==> config.mk <==
export PLATFORM = sky130hd
export DESIGN_NAME = matrix_multiply
export DESIGN_NICKNAME = d
export VERILOG_FILES = /design/src/hw/rtl/mm_pkg.sv /design/src/hw/rtl/matrix_multiply.sv /design/src/hw/rtl/mm_ram.sv /design/src/hw/rtl/mm_mac.sv
export SDC_FILE = /design/constraint.sdc
export NUM_CORES = 2
export LEC_CHECK = 0
export ABC_AREA = 0
export ABC_CLOCK_PERIOD_IN_PS = 8000
export BUFFER_PORTS_ARGS = -buffer_cell sky130_fd_sc_hd__clkbuf_2
export CAP_MARGIN = 20
export CORE_MARGIN = 10
export CORE_UTILIZATION = 38
export CTS_BUF_LIST = sky130_fd_sc_hd__clkbuf_4 sky130_fd_sc_hd__clkbuf_8
export CTS_CLUSTER_SIZE = 14
export DETAILED_ROUTE_END_ITERATION = 12
export GPL_ROUTABILITY_DRIVEN = 0
export HOLD_SLACK_MARGIN = 0.15
export PLACE_DENSITY = 0.53
export SLEW_MARGIN = 5
export SYNTH_ARGS = -nofsm -noshare
export SYNTH_HDL_FRONTEND = slang
export SYNTH_SLANG_ARGS = --single-unit
==> constraint.sdc <==
create_clock -name clk -period 8 [get_ports clk]
set_input_delay 1.6 -clock clk [delete_from_list [all_inputs] [get_ports clk]]
set_output_delay 1.6 -clock clk [all_outputs]
set_load 0.05 [all_outputs]
==> src/hw/rtl/mm_pkg.sv <==
// ----------------------------------------------------------------------------
// mm_pkg: shared types and constants for the matrix multiplier
// Holds the sequencer state type, the MAC control group, the register codes
// and the fixed widths of the result fields.
// ----------------------------------------------------------------------------
`default_nettype none

package mm_pkg;

	localparam int DIM_REG_W   = 4;
	localparam int PRODUCT_W   = 35;
	localparam int INDEX_W     = 3;
	localparam int OUT_TDATA_W = 48;
	localparam int CFG_ADDR_W  = 4;
	localparam int CFG_DATA_W  = 32;

	localparam logic [1:0] REG_ROWS_A    = 2'd0;
	localparam logic [1:0] REG_INNER_DIM = 2'd1;
	localparam logic [1:0] REG_COLS_B    = 2'd2;

	typedef enum logic [1:0] {
		ST_LOAD,
		ST_ISSUE,
		ST_DRAIN
	} state_t;

	// Control that travels with one product through the MAC pipeline.
	typedef struct packed {
		logic valid;
		logic first;
		logic last;
	} mac_ctl_t;

	// A register value of zero counts as one, anything above the limit as the limit.
	function automatic logic [DIM_REG_W-1:0] eff_dim(input logic [DIM_REG_W-1:0] r,
		input logic [DIM_REG_W-1:0] max_dim);
		logic [DIM_REG_W-1:0] v;
		v = r;
		if (r == '0) begin
			v = {{(DIM_REG_W-1){1'b0}}, 1'b1};
		end else if (r > max_dim) begin
			v = max_dim;
		end
		return v;
	endfunction

endpackage

`default_nettype wire

==> src/hw/rtl/matrix_multiply.sv <==
// ----------------------------------------------------------------------------
// matrix_multiply: streaming dense integer matrix multiplier
// Loads A then B row-major into two RAMs and streams out C = A * B
// row-major, computed on one shared multiply-accumulate unit.
// ----------------------------------------------------------------------------
//  Channel   Dir  Contents
//  s_axis    in   tdata: element_value (A row-major, then B row-major)
//  m_axis    out  tdata: product_value, row_index, col_index; tlast: last_result
//  apb       in   registers rows_a @0x0, inner_dim @0x4, cols_b @0x8
//
//  Loading takes one element beat per cycle; s_axis_tready is high only then.
//  After the last B beat each result is formed on the MAC from inner_dim
//  products (one store read per product, then RAM, multiply and accumulate
//  stages); the next result is issued only once this one has been captured.
//  A result held in the output register stalls the sequencer until taken.
//  Reset restores all dimensions to 8 and starts a fresh load; store contents
//  are undefined until loaded.
// ----------------------------------------------------------------------------
`default_nettype none

module matrix_multiply #(
	parameter int MAX_DIM      = 8,
	parameter int ELEMENT_BITS = 16
) (
	input  wire logic                                  clk,
	input  wire logic                                  arst_n,
	// tdata: element_value [ELEMENT_BITS-1:0], zero padded to whole bytes
	input  wire logic [((ELEMENT_BITS+7)/8)*8-1:0]     s_axis_tdata,
	input  wire logic                                  s_axis_tvalid,
	output logic                                       s_axis_tready,
	// tdata: product_value [34:0], row_index [37:35], col_index [40:38], zeros
	output logic [mm_pkg::OUT_TDATA_W-1:0]             m_axis_tdata,
	output logic                                       m_axis_tvalid,
	input  wire logic                                  m_axis_tready,
	output logic                                       m_axis_tlast,
	input  wire logic                                  psel,
	input  wire logic                                  penable,
	input  wire logic                                  pwrite,
	input  wire logic [mm_pkg::CFG_ADDR_W-1:0]         paddr,
	input  wire logic [mm_pkg::CFG_DATA_W-1:0]         pwdata,
	output logic [mm_pkg::CFG_DATA_W-1:0]              prdata,
	output logic                                       pready
);

	localparam int DIM_W  = $clog2(MAX_DIM);
	localparam int ADDR_W = 2 * DIM_W;
	localparam int DEPTH  = 1 << ADDR_W;
	localparam int ACC_W  = 2 * ELEMENT_BITS + DIM_W + 1;
	localparam int DR_W   = mm_pkg::DIM_REG_W;

	// Configuration registers.
	logic [DR_W-1:0] rows_a_q;
	logic [DR_W-1:0] inner_dim_q;
	logic [DR_W-1:0] cols_b_q;
	logic            cfg_wr;
	logic            cfg_known;

	assign pready = 1'b1;
	assign cfg_wr = psel && penable && pwrite && pready;
	assign cfg_known = (paddr[3:2] == mm_pkg::REG_ROWS_A) ||
		(paddr[3:2] == mm_pkg::REG_INNER_DIM) || (paddr[3:2] == mm_pkg::REG_COLS_B);

	always_ff @(posedge clk or negedge arst_n) begin
		if (!arst_n) begin
			rows_a_q    <= DR_W'(8);
			inner_dim_q <= DR_W'(8);
			cols_b_q    <= DR_W'(8);
		end else if (cfg_wr) begin
			unique case (paddr[3:2])
				mm_pkg::REG_ROWS_A:    rows_a_q    <= pwdata[DR_W-1:0];
				mm_pkg::REG_INNER_DIM: inner_dim_q <= pwdata[DR_W-1:0];
				mm_pkg::REG_COLS_B:    cols_b_q    <= pwdata[DR_W-1:0];
				default: ;
			endcase
		end
	end

	always_comb begin
		prdata = '0;
		unique case (paddr[3:2])
			mm_pkg::REG_ROWS_A:    prdata = mm_pkg::CFG_DATA_W'(rows_a_q);
			mm_pkg::REG_INNER_DIM: prdata = mm_pkg::CFG_DATA_W'(inner_dim_q);
			mm_pkg::REG_COLS_B:    prdata = mm_pkg::CFG_DATA_W'(cols_b_q);
			default:               prdata = '0;
		endcase
	end

	// Dimension limits, as last index values.
	logic [DR_W-1:0]  ra_eff, id_eff, cb_eff;
	logic [DIM_W-1:0] ra_m1, id_m1, cb_m1;

	assign ra_eff = mm_pkg::eff_dim(rows_a_q, DR_W'(MAX_DIM));
	assign id_eff = mm_pkg::eff_dim(inner_dim_q, DR_W'(MAX_DIM));
	assign cb_eff = mm_pkg::eff_dim(cols_b_q, DR_W'(MAX_DIM));
	assign ra_m1  = DIM_W'(ra_eff - DR_W'(1));
	assign id_m1  = DIM_W'(id_eff - DR_W'(1));
	assign cb_m1  = DIM_W'(cb_eff - DR_W'(1));

	// Sequencer.
	mm_pkg::state_t state_q, state_d;
	logic           in_beat;
	logic           ld_phase_q;
	logic [DIM_W-1:0] ld_r_q, ld_c_q;
	logic [DIM_W-1:0] ld_r_lim, ld_c_lim;
	logic           ld_last_c, ld_last_r;
	logic [DIM_W-1:0] ci_q, cj_q, ck_q;
	logic           issue_last;
	logic           capture;
	logic           last_pair;
	logic           mac_done;
	logic signed [ACC_W-1:0] mac_sum;
	mm_pkg::mac_ctl_t mac_ctl;

	logic                    out_v_q;
	logic [mm_pkg::PRODUCT_W-1:0] out_prod_q;
	logic [mm_pkg::INDEX_W-1:0]   out_row_q, out_col_q;
	logic                    out_last_q;

	assign s_axis_tready = (state_q == mm_pkg::ST_LOAD);
	assign in_beat       = s_axis_tvalid && s_axis_tready;
	assign ld_r_lim      = ld_phase_q ? id_m1 : ra_m1;
	assign ld_c_lim      = ld_phase_q ? cb_m1 : id_m1;
	assign ld_last_c     = (ld_c_q == ld_c_lim);
	assign ld_last_r     = (ld_r_q == ld_r_lim);
	assign issue_last    = (ck_q == id_m1);
	assign last_pair     = (ci_q == ra_m1) && (cj_q == cb_m1);

	always_comb begin
		state_d = state_q;
		capture = 1'b0;
		mac_ctl = '0;
		unique case (state_q)
			mm_pkg::ST_LOAD: begin
				if (in_beat && ld_phase_q && ld_last_c && ld_last_r) begin
					state_d = mm_pkg::ST_ISSUE;
				end
			end
			mm_pkg::ST_ISSUE: begin
				mac_ctl.valid = 1'b1;
				mac_ctl.first = (ck_q == '0);
				mac_ctl.last  = issue_last;
				if (issue_last) begin
					state_d = mm_pkg::ST_DRAIN;
				end
			end
			mm_pkg::ST_DRAIN: begin
				if (mac_done && (!out_v_q || m_axis_tready)) begin
					capture = 1'b1;
					state_d = last_pair ? mm_pkg::ST_LOAD : mm_pkg::ST_ISSUE;
				end
			end
			default: state_d = mm_pkg::ST_LOAD;
		endcase
	end

	always_ff @(posedge clk or negedge arst_n) begin
		if (!arst_n) begin
			state_q <= mm_pkg::ST_LOAD;
		end else begin
			state_q <= state_d;
		end
	end

	// Load position: row and column within A, then within B.
	always_ff @(posedge clk or negedge arst_n) begin
		if (!arst_n) begin
			ld_phase_q <= 1'b0;
			ld_r_q     <= '0;
			ld_c_q     <= '0;
		end else if (cfg_wr && cfg_known) begin
			ld_phase_q <= 1'b0;
			ld_r_q     <= '0;
			ld_c_q     <= '0;
		end else if (in_beat) begin
			if (ld_last_c) begin
				ld_c_q <= '0;
				if (ld_last_r) begin
					ld_r_q     <= '0;
					ld_phase_q <= !ld_phase_q;
				end else begin
					ld_r_q <= ld_r_q + DIM_W'(1);
				end
			end else begin
				ld_c_q <= ld_c_q + DIM_W'(1);
			end
		end
	end

	// Compute position: result row i, column j, inner index k.
	always_ff @(posedge clk or negedge arst_n) begin
		if (!arst_n) begin
			ci_q <= '0;
			cj_q <= '0;
			ck_q <= '0;
		end else begin
			if (mac_ctl.valid) begin
				ck_q <= issue_last ? '0 : ck_q + DIM_W'(1);
			end
			if (capture) begin
				if (last_pair) begin
					ci_q <= '0;
					cj_q <= '0;
				end else if (cj_q == cb_m1) begin
					cj_q <= '0;
					ci_q <= ci_q + DIM_W'(1);
				end else begin
					cj_q <= cj_q + DIM_W'(1);
				end
			end
		end
	end

	// Element stores, addressed {row, column}.
	logic [ELEMENT_BITS-1:0] a_rdata, b_rdata;
	logic [ADDR_W-1:0]       ld_addr;

	assign ld_addr = {ld_r_q, ld_c_q};

	mm_ram #(.WIDTH(ELEMENT_BITS), .DEPTH(DEPTH)) u_a_store (
		.clk   (clk),
		.we    (in_beat && !ld_phase_q),
		.waddr (ld_addr),
		.wdata (s_axis_tdata[ELEMENT_BITS-1:0]),
		.raddr ({ci_q, ck_q}),
		.rdata (a_rdata)
	);

	mm_ram #(.WIDTH(ELEMENT_BITS), .DEPTH(DEPTH)) u_b_store (
		.clk   (clk),
		.we    (in_beat && ld_phase_q),
		.waddr (ld_addr),
		.wdata (s_axis_tdata[ELEMENT_BITS-1:0]),
		.raddr ({ck_q, cj_q}),
		.rdata (b_rdata)
	);

	mm_mac #(.ELEMENT_BITS(ELEMENT_BITS), .MAX_DIM(MAX_DIM)) u_mac (
		.clk    (clk),
		.arst_n (arst_n),
		.ctl    (mac_ctl),
		.a_data ($signed(a_rdata)),
		.b_data ($signed(b_rdata)),
		.sum    (mac_sum),
		.done   (mac_done)
	);

	// Output register.
	always_ff @(posedge clk or negedge arst_n) begin
		if (!arst_n) begin
			out_v_q <= 1'b0;
		end else if (capture) begin
			out_v_q <= 1'b1;
		end else if (m_axis_tready) begin
			out_v_q <= 1'b0;
		end
	end

	always_ff @(posedge clk) begin
		if (capture) begin
			out_prod_q <= mm_pkg::PRODUCT_W'(mac_sum);
			out_row_q  <= mm_pkg::INDEX_W'(ci_q);
			out_col_q  <= mm_pkg::INDEX_W'(cj_q);
			out_last_q <= last_pair;
		end
	end

	assign m_axis_tvalid = out_v_q;
	assign m_axis_tlast  = out_last_q;
	assign m_axis_tdata  = {
		(mm_pkg::OUT_TDATA_W - mm_pkg::PRODUCT_W - 2 * mm_pkg::INDEX_W)'(0),
		out_col_q, out_row_q, out_prod_q};

	// The final result of a matrix carries the last row and column.
	a_last_corner: assert property (@(posedge clk) disable iff (!arst_n)
		(m_axis_tvalid && m_axis_tlast) |->
		(out_row_q == mm_pkg::INDEX_W'(ra_m1) && out_col_q == mm_pkg::INDEX_W'(cb_m1)))
		else $error("final result beat not at the last row and column");

	// No element is loaded while products are still being formed.
	a_no_load_busy: assert property (@(posedge clk) disable iff (!arst_n)
		in_beat |-> (!mac_ctl.valid && ck_q == '0))
		else $error("element accepted while the MAC is busy");

	a_back_to_load: assert property (@(posedge clk) disable iff (!arst_n)
		(capture && last_pair) |=> (state_q == mm_pkg::ST_LOAD && ci_q == '0 && cj_q == '0))
		else $error("sequencer did not return to loading after the final result");

	a_load_in_range: assert property (@(posedge clk) disable iff (!arst_n)
		(state_q == mm_pkg::ST_LOAD) |-> (ld_r_q <= ld_r_lim && ld_c_q <= ld_c_lim))
		else $error("load position outside the configured matrix");

endmodule

`default_nettype wire

==> src/hw/rtl/mm_ram.sv <==
// ----------------------------------------------------------------------------
// mm_ram: generic single-write, single-read RAM
// One write port and one read port with a registered read.
// ----------------------------------------------------------------------------
`default_nettype none

module mm_ram #(
	parameter int WIDTH = 16,
	parameter int DEPTH = 64
) (
	input  wire logic                     clk,
	input  wire logic                     we,
	input  wire logic [$clog2(DEPTH)-1:0] waddr,
	input  wire logic [WIDTH-1:0]         wdata,
	input  wire logic [$clog2(DEPTH)-1:0] raddr,
	output logic      [WIDTH-1:0]         rdata
);

	logic [WIDTH-1:0] mem_q [DEPTH];

	always_ff @(posedge clk) begin
		if (we) begin
			mem_q[waddr] <= wdata;
		end
		rdata <= mem_q[raddr];
	end

endmodule

`default_nettype wire

==> src/hw/rtl/mm_mac.sv <==
// ----------------------------------------------------------------------------
// mm_mac: shared multiply-accumulate unit
// Takes operand control in the cycle the store reads are issued; the operands
// arrive in the next cycle from the registered RAM outputs. The sum is held and
// flagged done once the beat marked last has been accumulated.
// ----------------------------------------------------------------------------
`default_nettype none

module mm_mac #(
	parameter int ELEMENT_BITS = 16,
	parameter int MAX_DIM      = 8
) (
	input  wire logic                                         clk,
	input  wire logic                                         arst_n,
	input  wire mm_pkg::mac_ctl_t                             ctl,
	input  wire logic signed [ELEMENT_BITS-1:0]               a_data,
	input  wire logic signed [ELEMENT_BITS-1:0]               b_data,
	output logic signed [2*ELEMENT_BITS+$clog2(MAX_DIM):0]    sum,
	output logic                                              done
);

	localparam int PROD_W = 2 * ELEMENT_BITS;
	localparam int ACC_W  = 2 * ELEMENT_BITS + $clog2(MAX_DIM) + 1;

	mm_pkg::mac_ctl_t          ctl_s1;
	mm_pkg::mac_ctl_t          ctl_s2;
	logic signed [PROD_W-1:0]  prod_s2;
	logic signed [ACC_W-1:0]   acc_q;
	logic                      done_q;

	always_ff @(posedge clk or negedge arst_n) begin
		if (!arst_n) begin
			ctl_s1 <= '0;
			ctl_s2 <= '0;
			done_q <= 1'b0;
		end else begin
			ctl_s1 <= ctl;
			ctl_s2 <= ctl_s1;
			if (ctl.valid && ctl.first) begin
				done_q <= 1'b0;
			end else if (ctl_s2.valid && ctl_s2.last) begin
				done_q <= 1'b1;
			end
		end
	end

	always_ff @(posedge clk) begin
		if (ctl_s1.valid) begin
			prod_s2 <= a_data * b_data;
		end
		if (ctl_s2.valid) begin
			acc_q <= (ctl_s2.first ? ACC_W'(0) : acc_q) + ACC_W'(prod_s2);
		end
	end

	assign sum  = acc_q;
	assign done = done_q;

	// While a finished sum is held, nothing may be in flight behind it.
	a_done_idle: assert property (@(posedge clk) disable iff (!arst_n)
		done_q |-> (!ctl_s1.valid && !ctl_s2.valid))
		else $error("mac: sum flagged done with products still in flight");

	a_first_restarts: assert property (@(posedge clk) disable iff (!arst_n)
		(ctl.valid && ctl.first) |=> !done_q)
		else $error("mac: done not cleared by a new first beat");

endmodule

`default_nettype wire

# --- Word-level counts from Yosys, hierarchy flattened ---
# Memory sizes are Yosys's and may differ from the RTL's. A register that Yosys moved wholly into a read port is not among the register bits.
# Cells that the tools add are included.
word_totals:
  ff_bits: 148
  ramBits: 2048
  in_bits: 59
  output_inout_bits: 84
  wordCells: 129
  mem_count: 2
memory_table:
  columns: ["name", "depth", "width", "rd", "rd_ports_with_merged_regs", "wr", "line", "text"]
  rows:
  - ["u_a_store.mem_q", 64, 16, 1, 1, 1, "mm_ram.sv:19", "logic [WIDTH-1:0] mem_q [DEPTH];"]
  - ["u_b_store.mem_q", 64, 16, 1, 1, 1, "mm_ram.sv:19", null]
op_classes:
  n_addsub: 9
  mul: 1
  order_cmp: 3
  n_eq_ne: 12
  mux: 42
  reduce_logical: 36
ops:
  columns: ["operator", "n"]
  rows:
  - ["two-way mux 3 bit", 21]
  - ["adder 36 x 32 -> 36 bit", 1]
  - ["two-way mux 36 bit", 1]
  - ["multiplier 16 x 16 -> 32 bit", 1]
  - ["adder 3 x 1 -> 3 bit, second input constant", 5]
  - ["== test 3 bit", 5]
  - ["two-way mux 1 bit", 15]
  - ["> comparator 4 bit, second input constant", 3]
  - ["logical AND 1 bit", 12]
  - ["logical NOT 4 bit", 3]
  - ["case mux 4 bit (3 select lines)", 1]
  - ["nonzero test 2 bit", 6]
  - ["AND reduction 2 bit", 5]
  - ["subtractor 3 x 1 -> 3 bit, second input constant", 3]
  - ["two-way mux 2 bit", 3]
  - ["case mux 2 bit (3 select lines)", 1]
  - ["AND reduction 3 bit", 2]
  - ["== test 2 x 1 -> 1 bit, second input constant", 2]
  - ["== test 2 bit, second input constant", 2]
  - ["logical NOT 2 bit", 2]
  - ["inequality test 2 bit, second input constant", 2]
  - ["logical NOT 3 bit", 1]
  - ["logical OR 1 bit", 3]
  - ["logical NOT 1 bit", 2]
  - ["inequality test 2 x 1 -> 1 bit, second input constant", 1]

# --- Longest topological paths before layout ---
logic_depth:
  ltp_word: 10
  mapped_depth: 24

# --- Cells and area by module ---
# From an unflattened synthesis, not the netlist that was laid out.
unflattened:
  hier_cells: 5427
  hier_area_um2: 97908.9
by_module_without_submodules:
  columns: ["mod", "n_inst", "cells_each", "area_each_um2"]
  rows:
  - ["mm_ram", 2, 1829, 40042.2]
  - ["mm_mac", 1, 1469, 14203.6]
  - ["matrix_multiply", 1, 300, 3621.0]

# --- Least setup slack after synthesis ---
# OpenSTA, ideal clock, no wires.
synth_path:
  kind: "reg-to-reg"
  start: "register u_a_store.rdata[10], read port of u_a_store.mem_q"
  end: "register u_mac.prod_s2[28], data pin"
  setup_time_ps: 258
  arrival_time_ps: 5721
  required_time_ps: 7742
  setup_slack_ps: 2021
  stages_incl_launch_ff: 22
  path_cell_list: "dfxtp_1 -> clkbuf_1 -> nand2_1 -> fa_1 -> fa_1 -> fa_1 -> fa_1 -> inv_1 -> fa_1 -> inv_1 -> fa_1 -> inv_1 -> ha_1 -> a21oi_1 -> nor2_1 -> o21a_1 -> o311ai_0 -> nor3b_1 -> o311ai_1 -> a31o_2 -> a21oi_1 -> xnor2_1"
synth_via:
  elab_chain_len: 1
synth_rtl:
  columns: ["item", "line", "text"]
  rows:
  - ["start, declared", "mm_ram.sv:16", "output logic [WIDTH-1:0] rdata"]
  - ["multiplier 16 x 16 -> 32 bit", "mm_mac.sv:49", "prod_s2 <= a_data * b_data;"]
  - ["end signal, assigned", "mm_mac.sv:49", null]
  - ["end, declared", "mm_mac.sv:27", "logic signed [PROD_W-1:0] prod_s2;"]
# No other way between the ends.
# A chain may end at the register's enable or synchronous reset.

# --- Worst setup path in the final report ---
layout_path:
  start: "register u_b_store.rdata[2], read port of u_b_store.mem_q"
  end: "register u_mac.prod_s2[28], data pin"
layout_via:
  elab_chain_len: 1
layout_rtl:
  columns: ["item", "line"]
  rows:
  - ["start, declared", "mm_ram.sv:16"]
  - ["multiplier 16 x 16 -> 32 bit", "mm_mac.sv:49"]
# No other way between the ends.

==> qor.csv <==
stage;metric;value;unit
status;outcome;complete, no violations;
clocking;root_buffer;clkbuf_8;
logic_synthesis;synth_top_area_share;67.40;%
placement;port_buffers;76;
global_route;grt_usage;17.31;%
placement;hpwl;142900;um
logic_synthesis;synth-async-reset-ratio;1.706;%
sta;holdWs;0.3537;ns
setup_path;path_cells;nand2_1 > fa_1 > fa_1 > fa_1 > fa_1 > inv_1 > fa_1 > inv_1 > fa_1 > inv_1 > ha_1 > a21oi_1 > nor2_1 > o21a_1 > o311ai_0 > nor3b_1 > o311ai_1 > a31o_2 > a21oi_1 > xnor2_1;
detailed_routing;drc;0;
cells_and_area;drive_gt1_share;28.81;%
clocking;tritoncts;built;
sta;hold_viol;0;
sta;fmaxAchievable;142.6;MHz
logic_synthesis;ys.warnings.count;0;
setup_path;start_kind;flop;
setup_path;cpPeakStageDelay;0.85;ns
cells_and_area;area_growth_syn_to_layout;12.95;%
clocking;path_clk_slew;0.06;ns
logic_synthesis;synth_area_leaders;edfxtp_1, mux4_2, fa_1;
logic_synthesis;synth_edf_count;2157;
clocking;postCtsSetupBuffers;0;
setup_path;worstSetupPathType;reg2reg;
setup_path;slowest_stage;dfxtp_1;
floorplan;coreArea;251400;um^2
setup_path;path_buf_inv;3;
setup_path;cp-end-kind;flop;
global_route;grt_pass1_vias;48970;
sta;tightest_slew;1.060;ns
setup_path;path_max_fanout;16;
clocking;cts_buffer_depth;4;
detailed_routing;vias;46490;
clocking;clock-sinks;2227;
detailed_routing;drt-pass1-iter-count;6;
detailed_routing;drt_iter0_markers;4288;
sta;finalSetupViolCount;0;
setup_path;crit_top_cell;fa_1;
floorplan;io_pins;143;
sta;drv_slew;0;
floorplan;die_area;273400;um^2
clocking;cts_made_buffers;379;
logic_synthesis;ys.flop_type;edfxtp_1;
setup_path;cp.arrival;7.80;ns
detailed_routing;wire_per_inst;26.80;um
sta;max_slew_margin;29.35;%
clocking;post_cts_resized;0;
logic_synthesis;syn-cell-area;96100;um^2
logic_synthesis;synth_cells;4801;
detailed_routing;via_per_inst;5.236;
sta;skew;0.08626;ns
logic_synthesis;ys_types;65;
setup_path;cp.required;8.78;ns
floorplan;die_h;522.9;um
setup_path;cpLargestDelayFamily;adder cells;
logic_synthesis;postSynthAreaPerCell;20.02;um^2
cells_and_area;layout.nets;5689;
clocking;hold_buffers;0;
global_route;grt_pass1_wl;346900;um
worst_hold_path;hold_path.class;reg2reg;
global_route;grt_max_degree;125;
cells_and_area;num-fill-cells;22010;
flow_run;maxCapViolCount;0;
logic_synthesis;yosysSeqAreaShare;69.06;%
sta;rsz0062_at_grt;no;
detailed_routing;drt.antenna.violating_nets;0;
global_route;overflow;0;
logic_synthesis;synth_top_cell_by_area;edfxtp_1;
sta;period_share;87.66;%
floorplan;start_util;38.23;%
clocking;clk_latency;1.10;ns
clocking;htreeDepth;5;
detailed_routing;wl;238000;um
logic_synthesis;synth_seq_cells;2227;
floorplan;rows;184;
sta;period_minus_slack;7.013;ns
floorplan;die_w;522.9;um
global_route;grt_antenna_before_repair;14;
sta;fin_tns_setup;0;ns
==> cells in the mapped netlist, types with 43 or more instances <==
| master | instances |
|---|---|
| inv_1 | 321 |
| edfxtp_1 | 2157 |
| and2_1 | 131 |
| buf_4 | 64 |
| nor2b_1 | 43 |
| fa_1 | 263 |
| nor2_1 | 190 |
| xnor2_1 | 60 |
| mux4_2 | 672 |
| clkbuf_1 | 121 |
| a21oi_1 | 55 |
| nand2_1 | 172 |
| ha_1 | 125 |
==> state kept, by name (all words and copies together) (netlist names), 16 cells and up <==
register and flops:
u_a_store.mem_q 1024, u_b_store.mem_q 1024, out_prod_q 35, u_mac.sum 35
u_mac.prod_s2 32, u_a_store.rdata 16, u_b_store.rdata 16
==> metal layers <==
metal / wire length (um) / share of wire [%] / GRT usage [%] / vias to the layer above
li1: - / - / - / 19730
met1: 103900 / 44 / 24.37 / 25000
met2: 114800 / 48 / 28.03 / 1443
met3: 14740 / 6.2 / 3.353 / 317
met4: 4478 / 1.9 / 3.978 / 2
met5: 13 / 0.0055 / 0 / -
==> cell type report <==
class,instances,area [um^2],share of cell area (%)
sequential,2227,66390,61.17
multi-input combinational,2040,27470,25.31
clock buffer,529,6442,5.935
tap,3348,4189,3.859
timing repair buffer,273,2011,1.852
inverter,321,1205,1.110
clock inverter,136,822.0,0.7573
antenna,5,12.51,0.01153
==> worst paths after layout <==
check / cells past startpoint / to / slack, ns / from
max: 20 / u_mac.prod_s2[28] / 0.99 / u_b_store.rdata[2]
min: 0 / u_mac.ctl_s2[1] / 0.35 / u_mac.ctl_s1[1]
max reg2reg: 20 / u_mac.prod_s2[28] / 0.99 / u_b_store.rdata[2]
min reg2reg: 0 / u_mac.ctl_s2[1] / 0.35 / u_mac.ctl_s1[1]
max in group asynchronous: 2 / ck_q[1] / 6.86 / arst_n
min in group asynchronous: 2 / m_axis_tvalid / 0.59 / arst_n
==> cell families after synthesis <==
| family | count (synthesis) | synth area share (%) |
|---|---|---|
| AO/OA/AOI/OAI | 203 | 1.359 |
| flip-flops | 2227 | 69.06 |
| buffers and inverters | 568 | 2.561 |
| adder cells (fa/ha/maj) | 388 | 7.106 |
| multiplexers | 694 | 15.99 |
| AND/OR/NAND/NOR | 640 | 3.191 |
| XOR/XNOR | 79 | 0.7200 |
| other | 2 | 0.007815 |
==> layout by cell type (no fill, tap or decap), types with 7 or more instances in the layout <==
master         n
a21o_1        34
a21oi_1       55
a31oi_1        9
and2_1       131
buf_12         7
buf_4        204
bufinv_16      8
clkbuf_2      60
clkbuf_4     134
clkbuf_8     395
clkinv_1      84
clkinv_2      30
clkinvlp_4     9
conb_1        36
dfrtp_1       28
dfrtp_4        7
dfxtp_1       32
edfxtp_1    2157
fa_1         263
ha_1         125
inv_1        320
mux2_2        13
mux2i_1        9
mux4_2       672
nand2_1      172
nand2b_1      21
nand3_1       32
nor2_1       161
nor2_2        29
nor2b_1       43
nor3_1        14
o21a_1         8
o21ai_0       41
o21bai_1      12
xnor2_1       60
xor2_1        19
==> stage by stage <==
stage / cell area (um^2) / util [%] / setup WS [ns] / cells
final: 108500 / 43.18 / 0.9870 / 8879
after global routing: 108500 / 43.17 / 0.6192 / 8876
after CTS: 108500 / 43.16 / 1.008 / 8871
after detailed placement: 101200 / 40.27 / 1.050 / 8206
after global placement: 101200 / 40.26 / 1.041 / 8204
after floorplan: 96230 / - / 2.021 / 4835
Power is not shown: default switching activity piles up to over one toggle a cycle in this logic, so the estimate is an artifact.
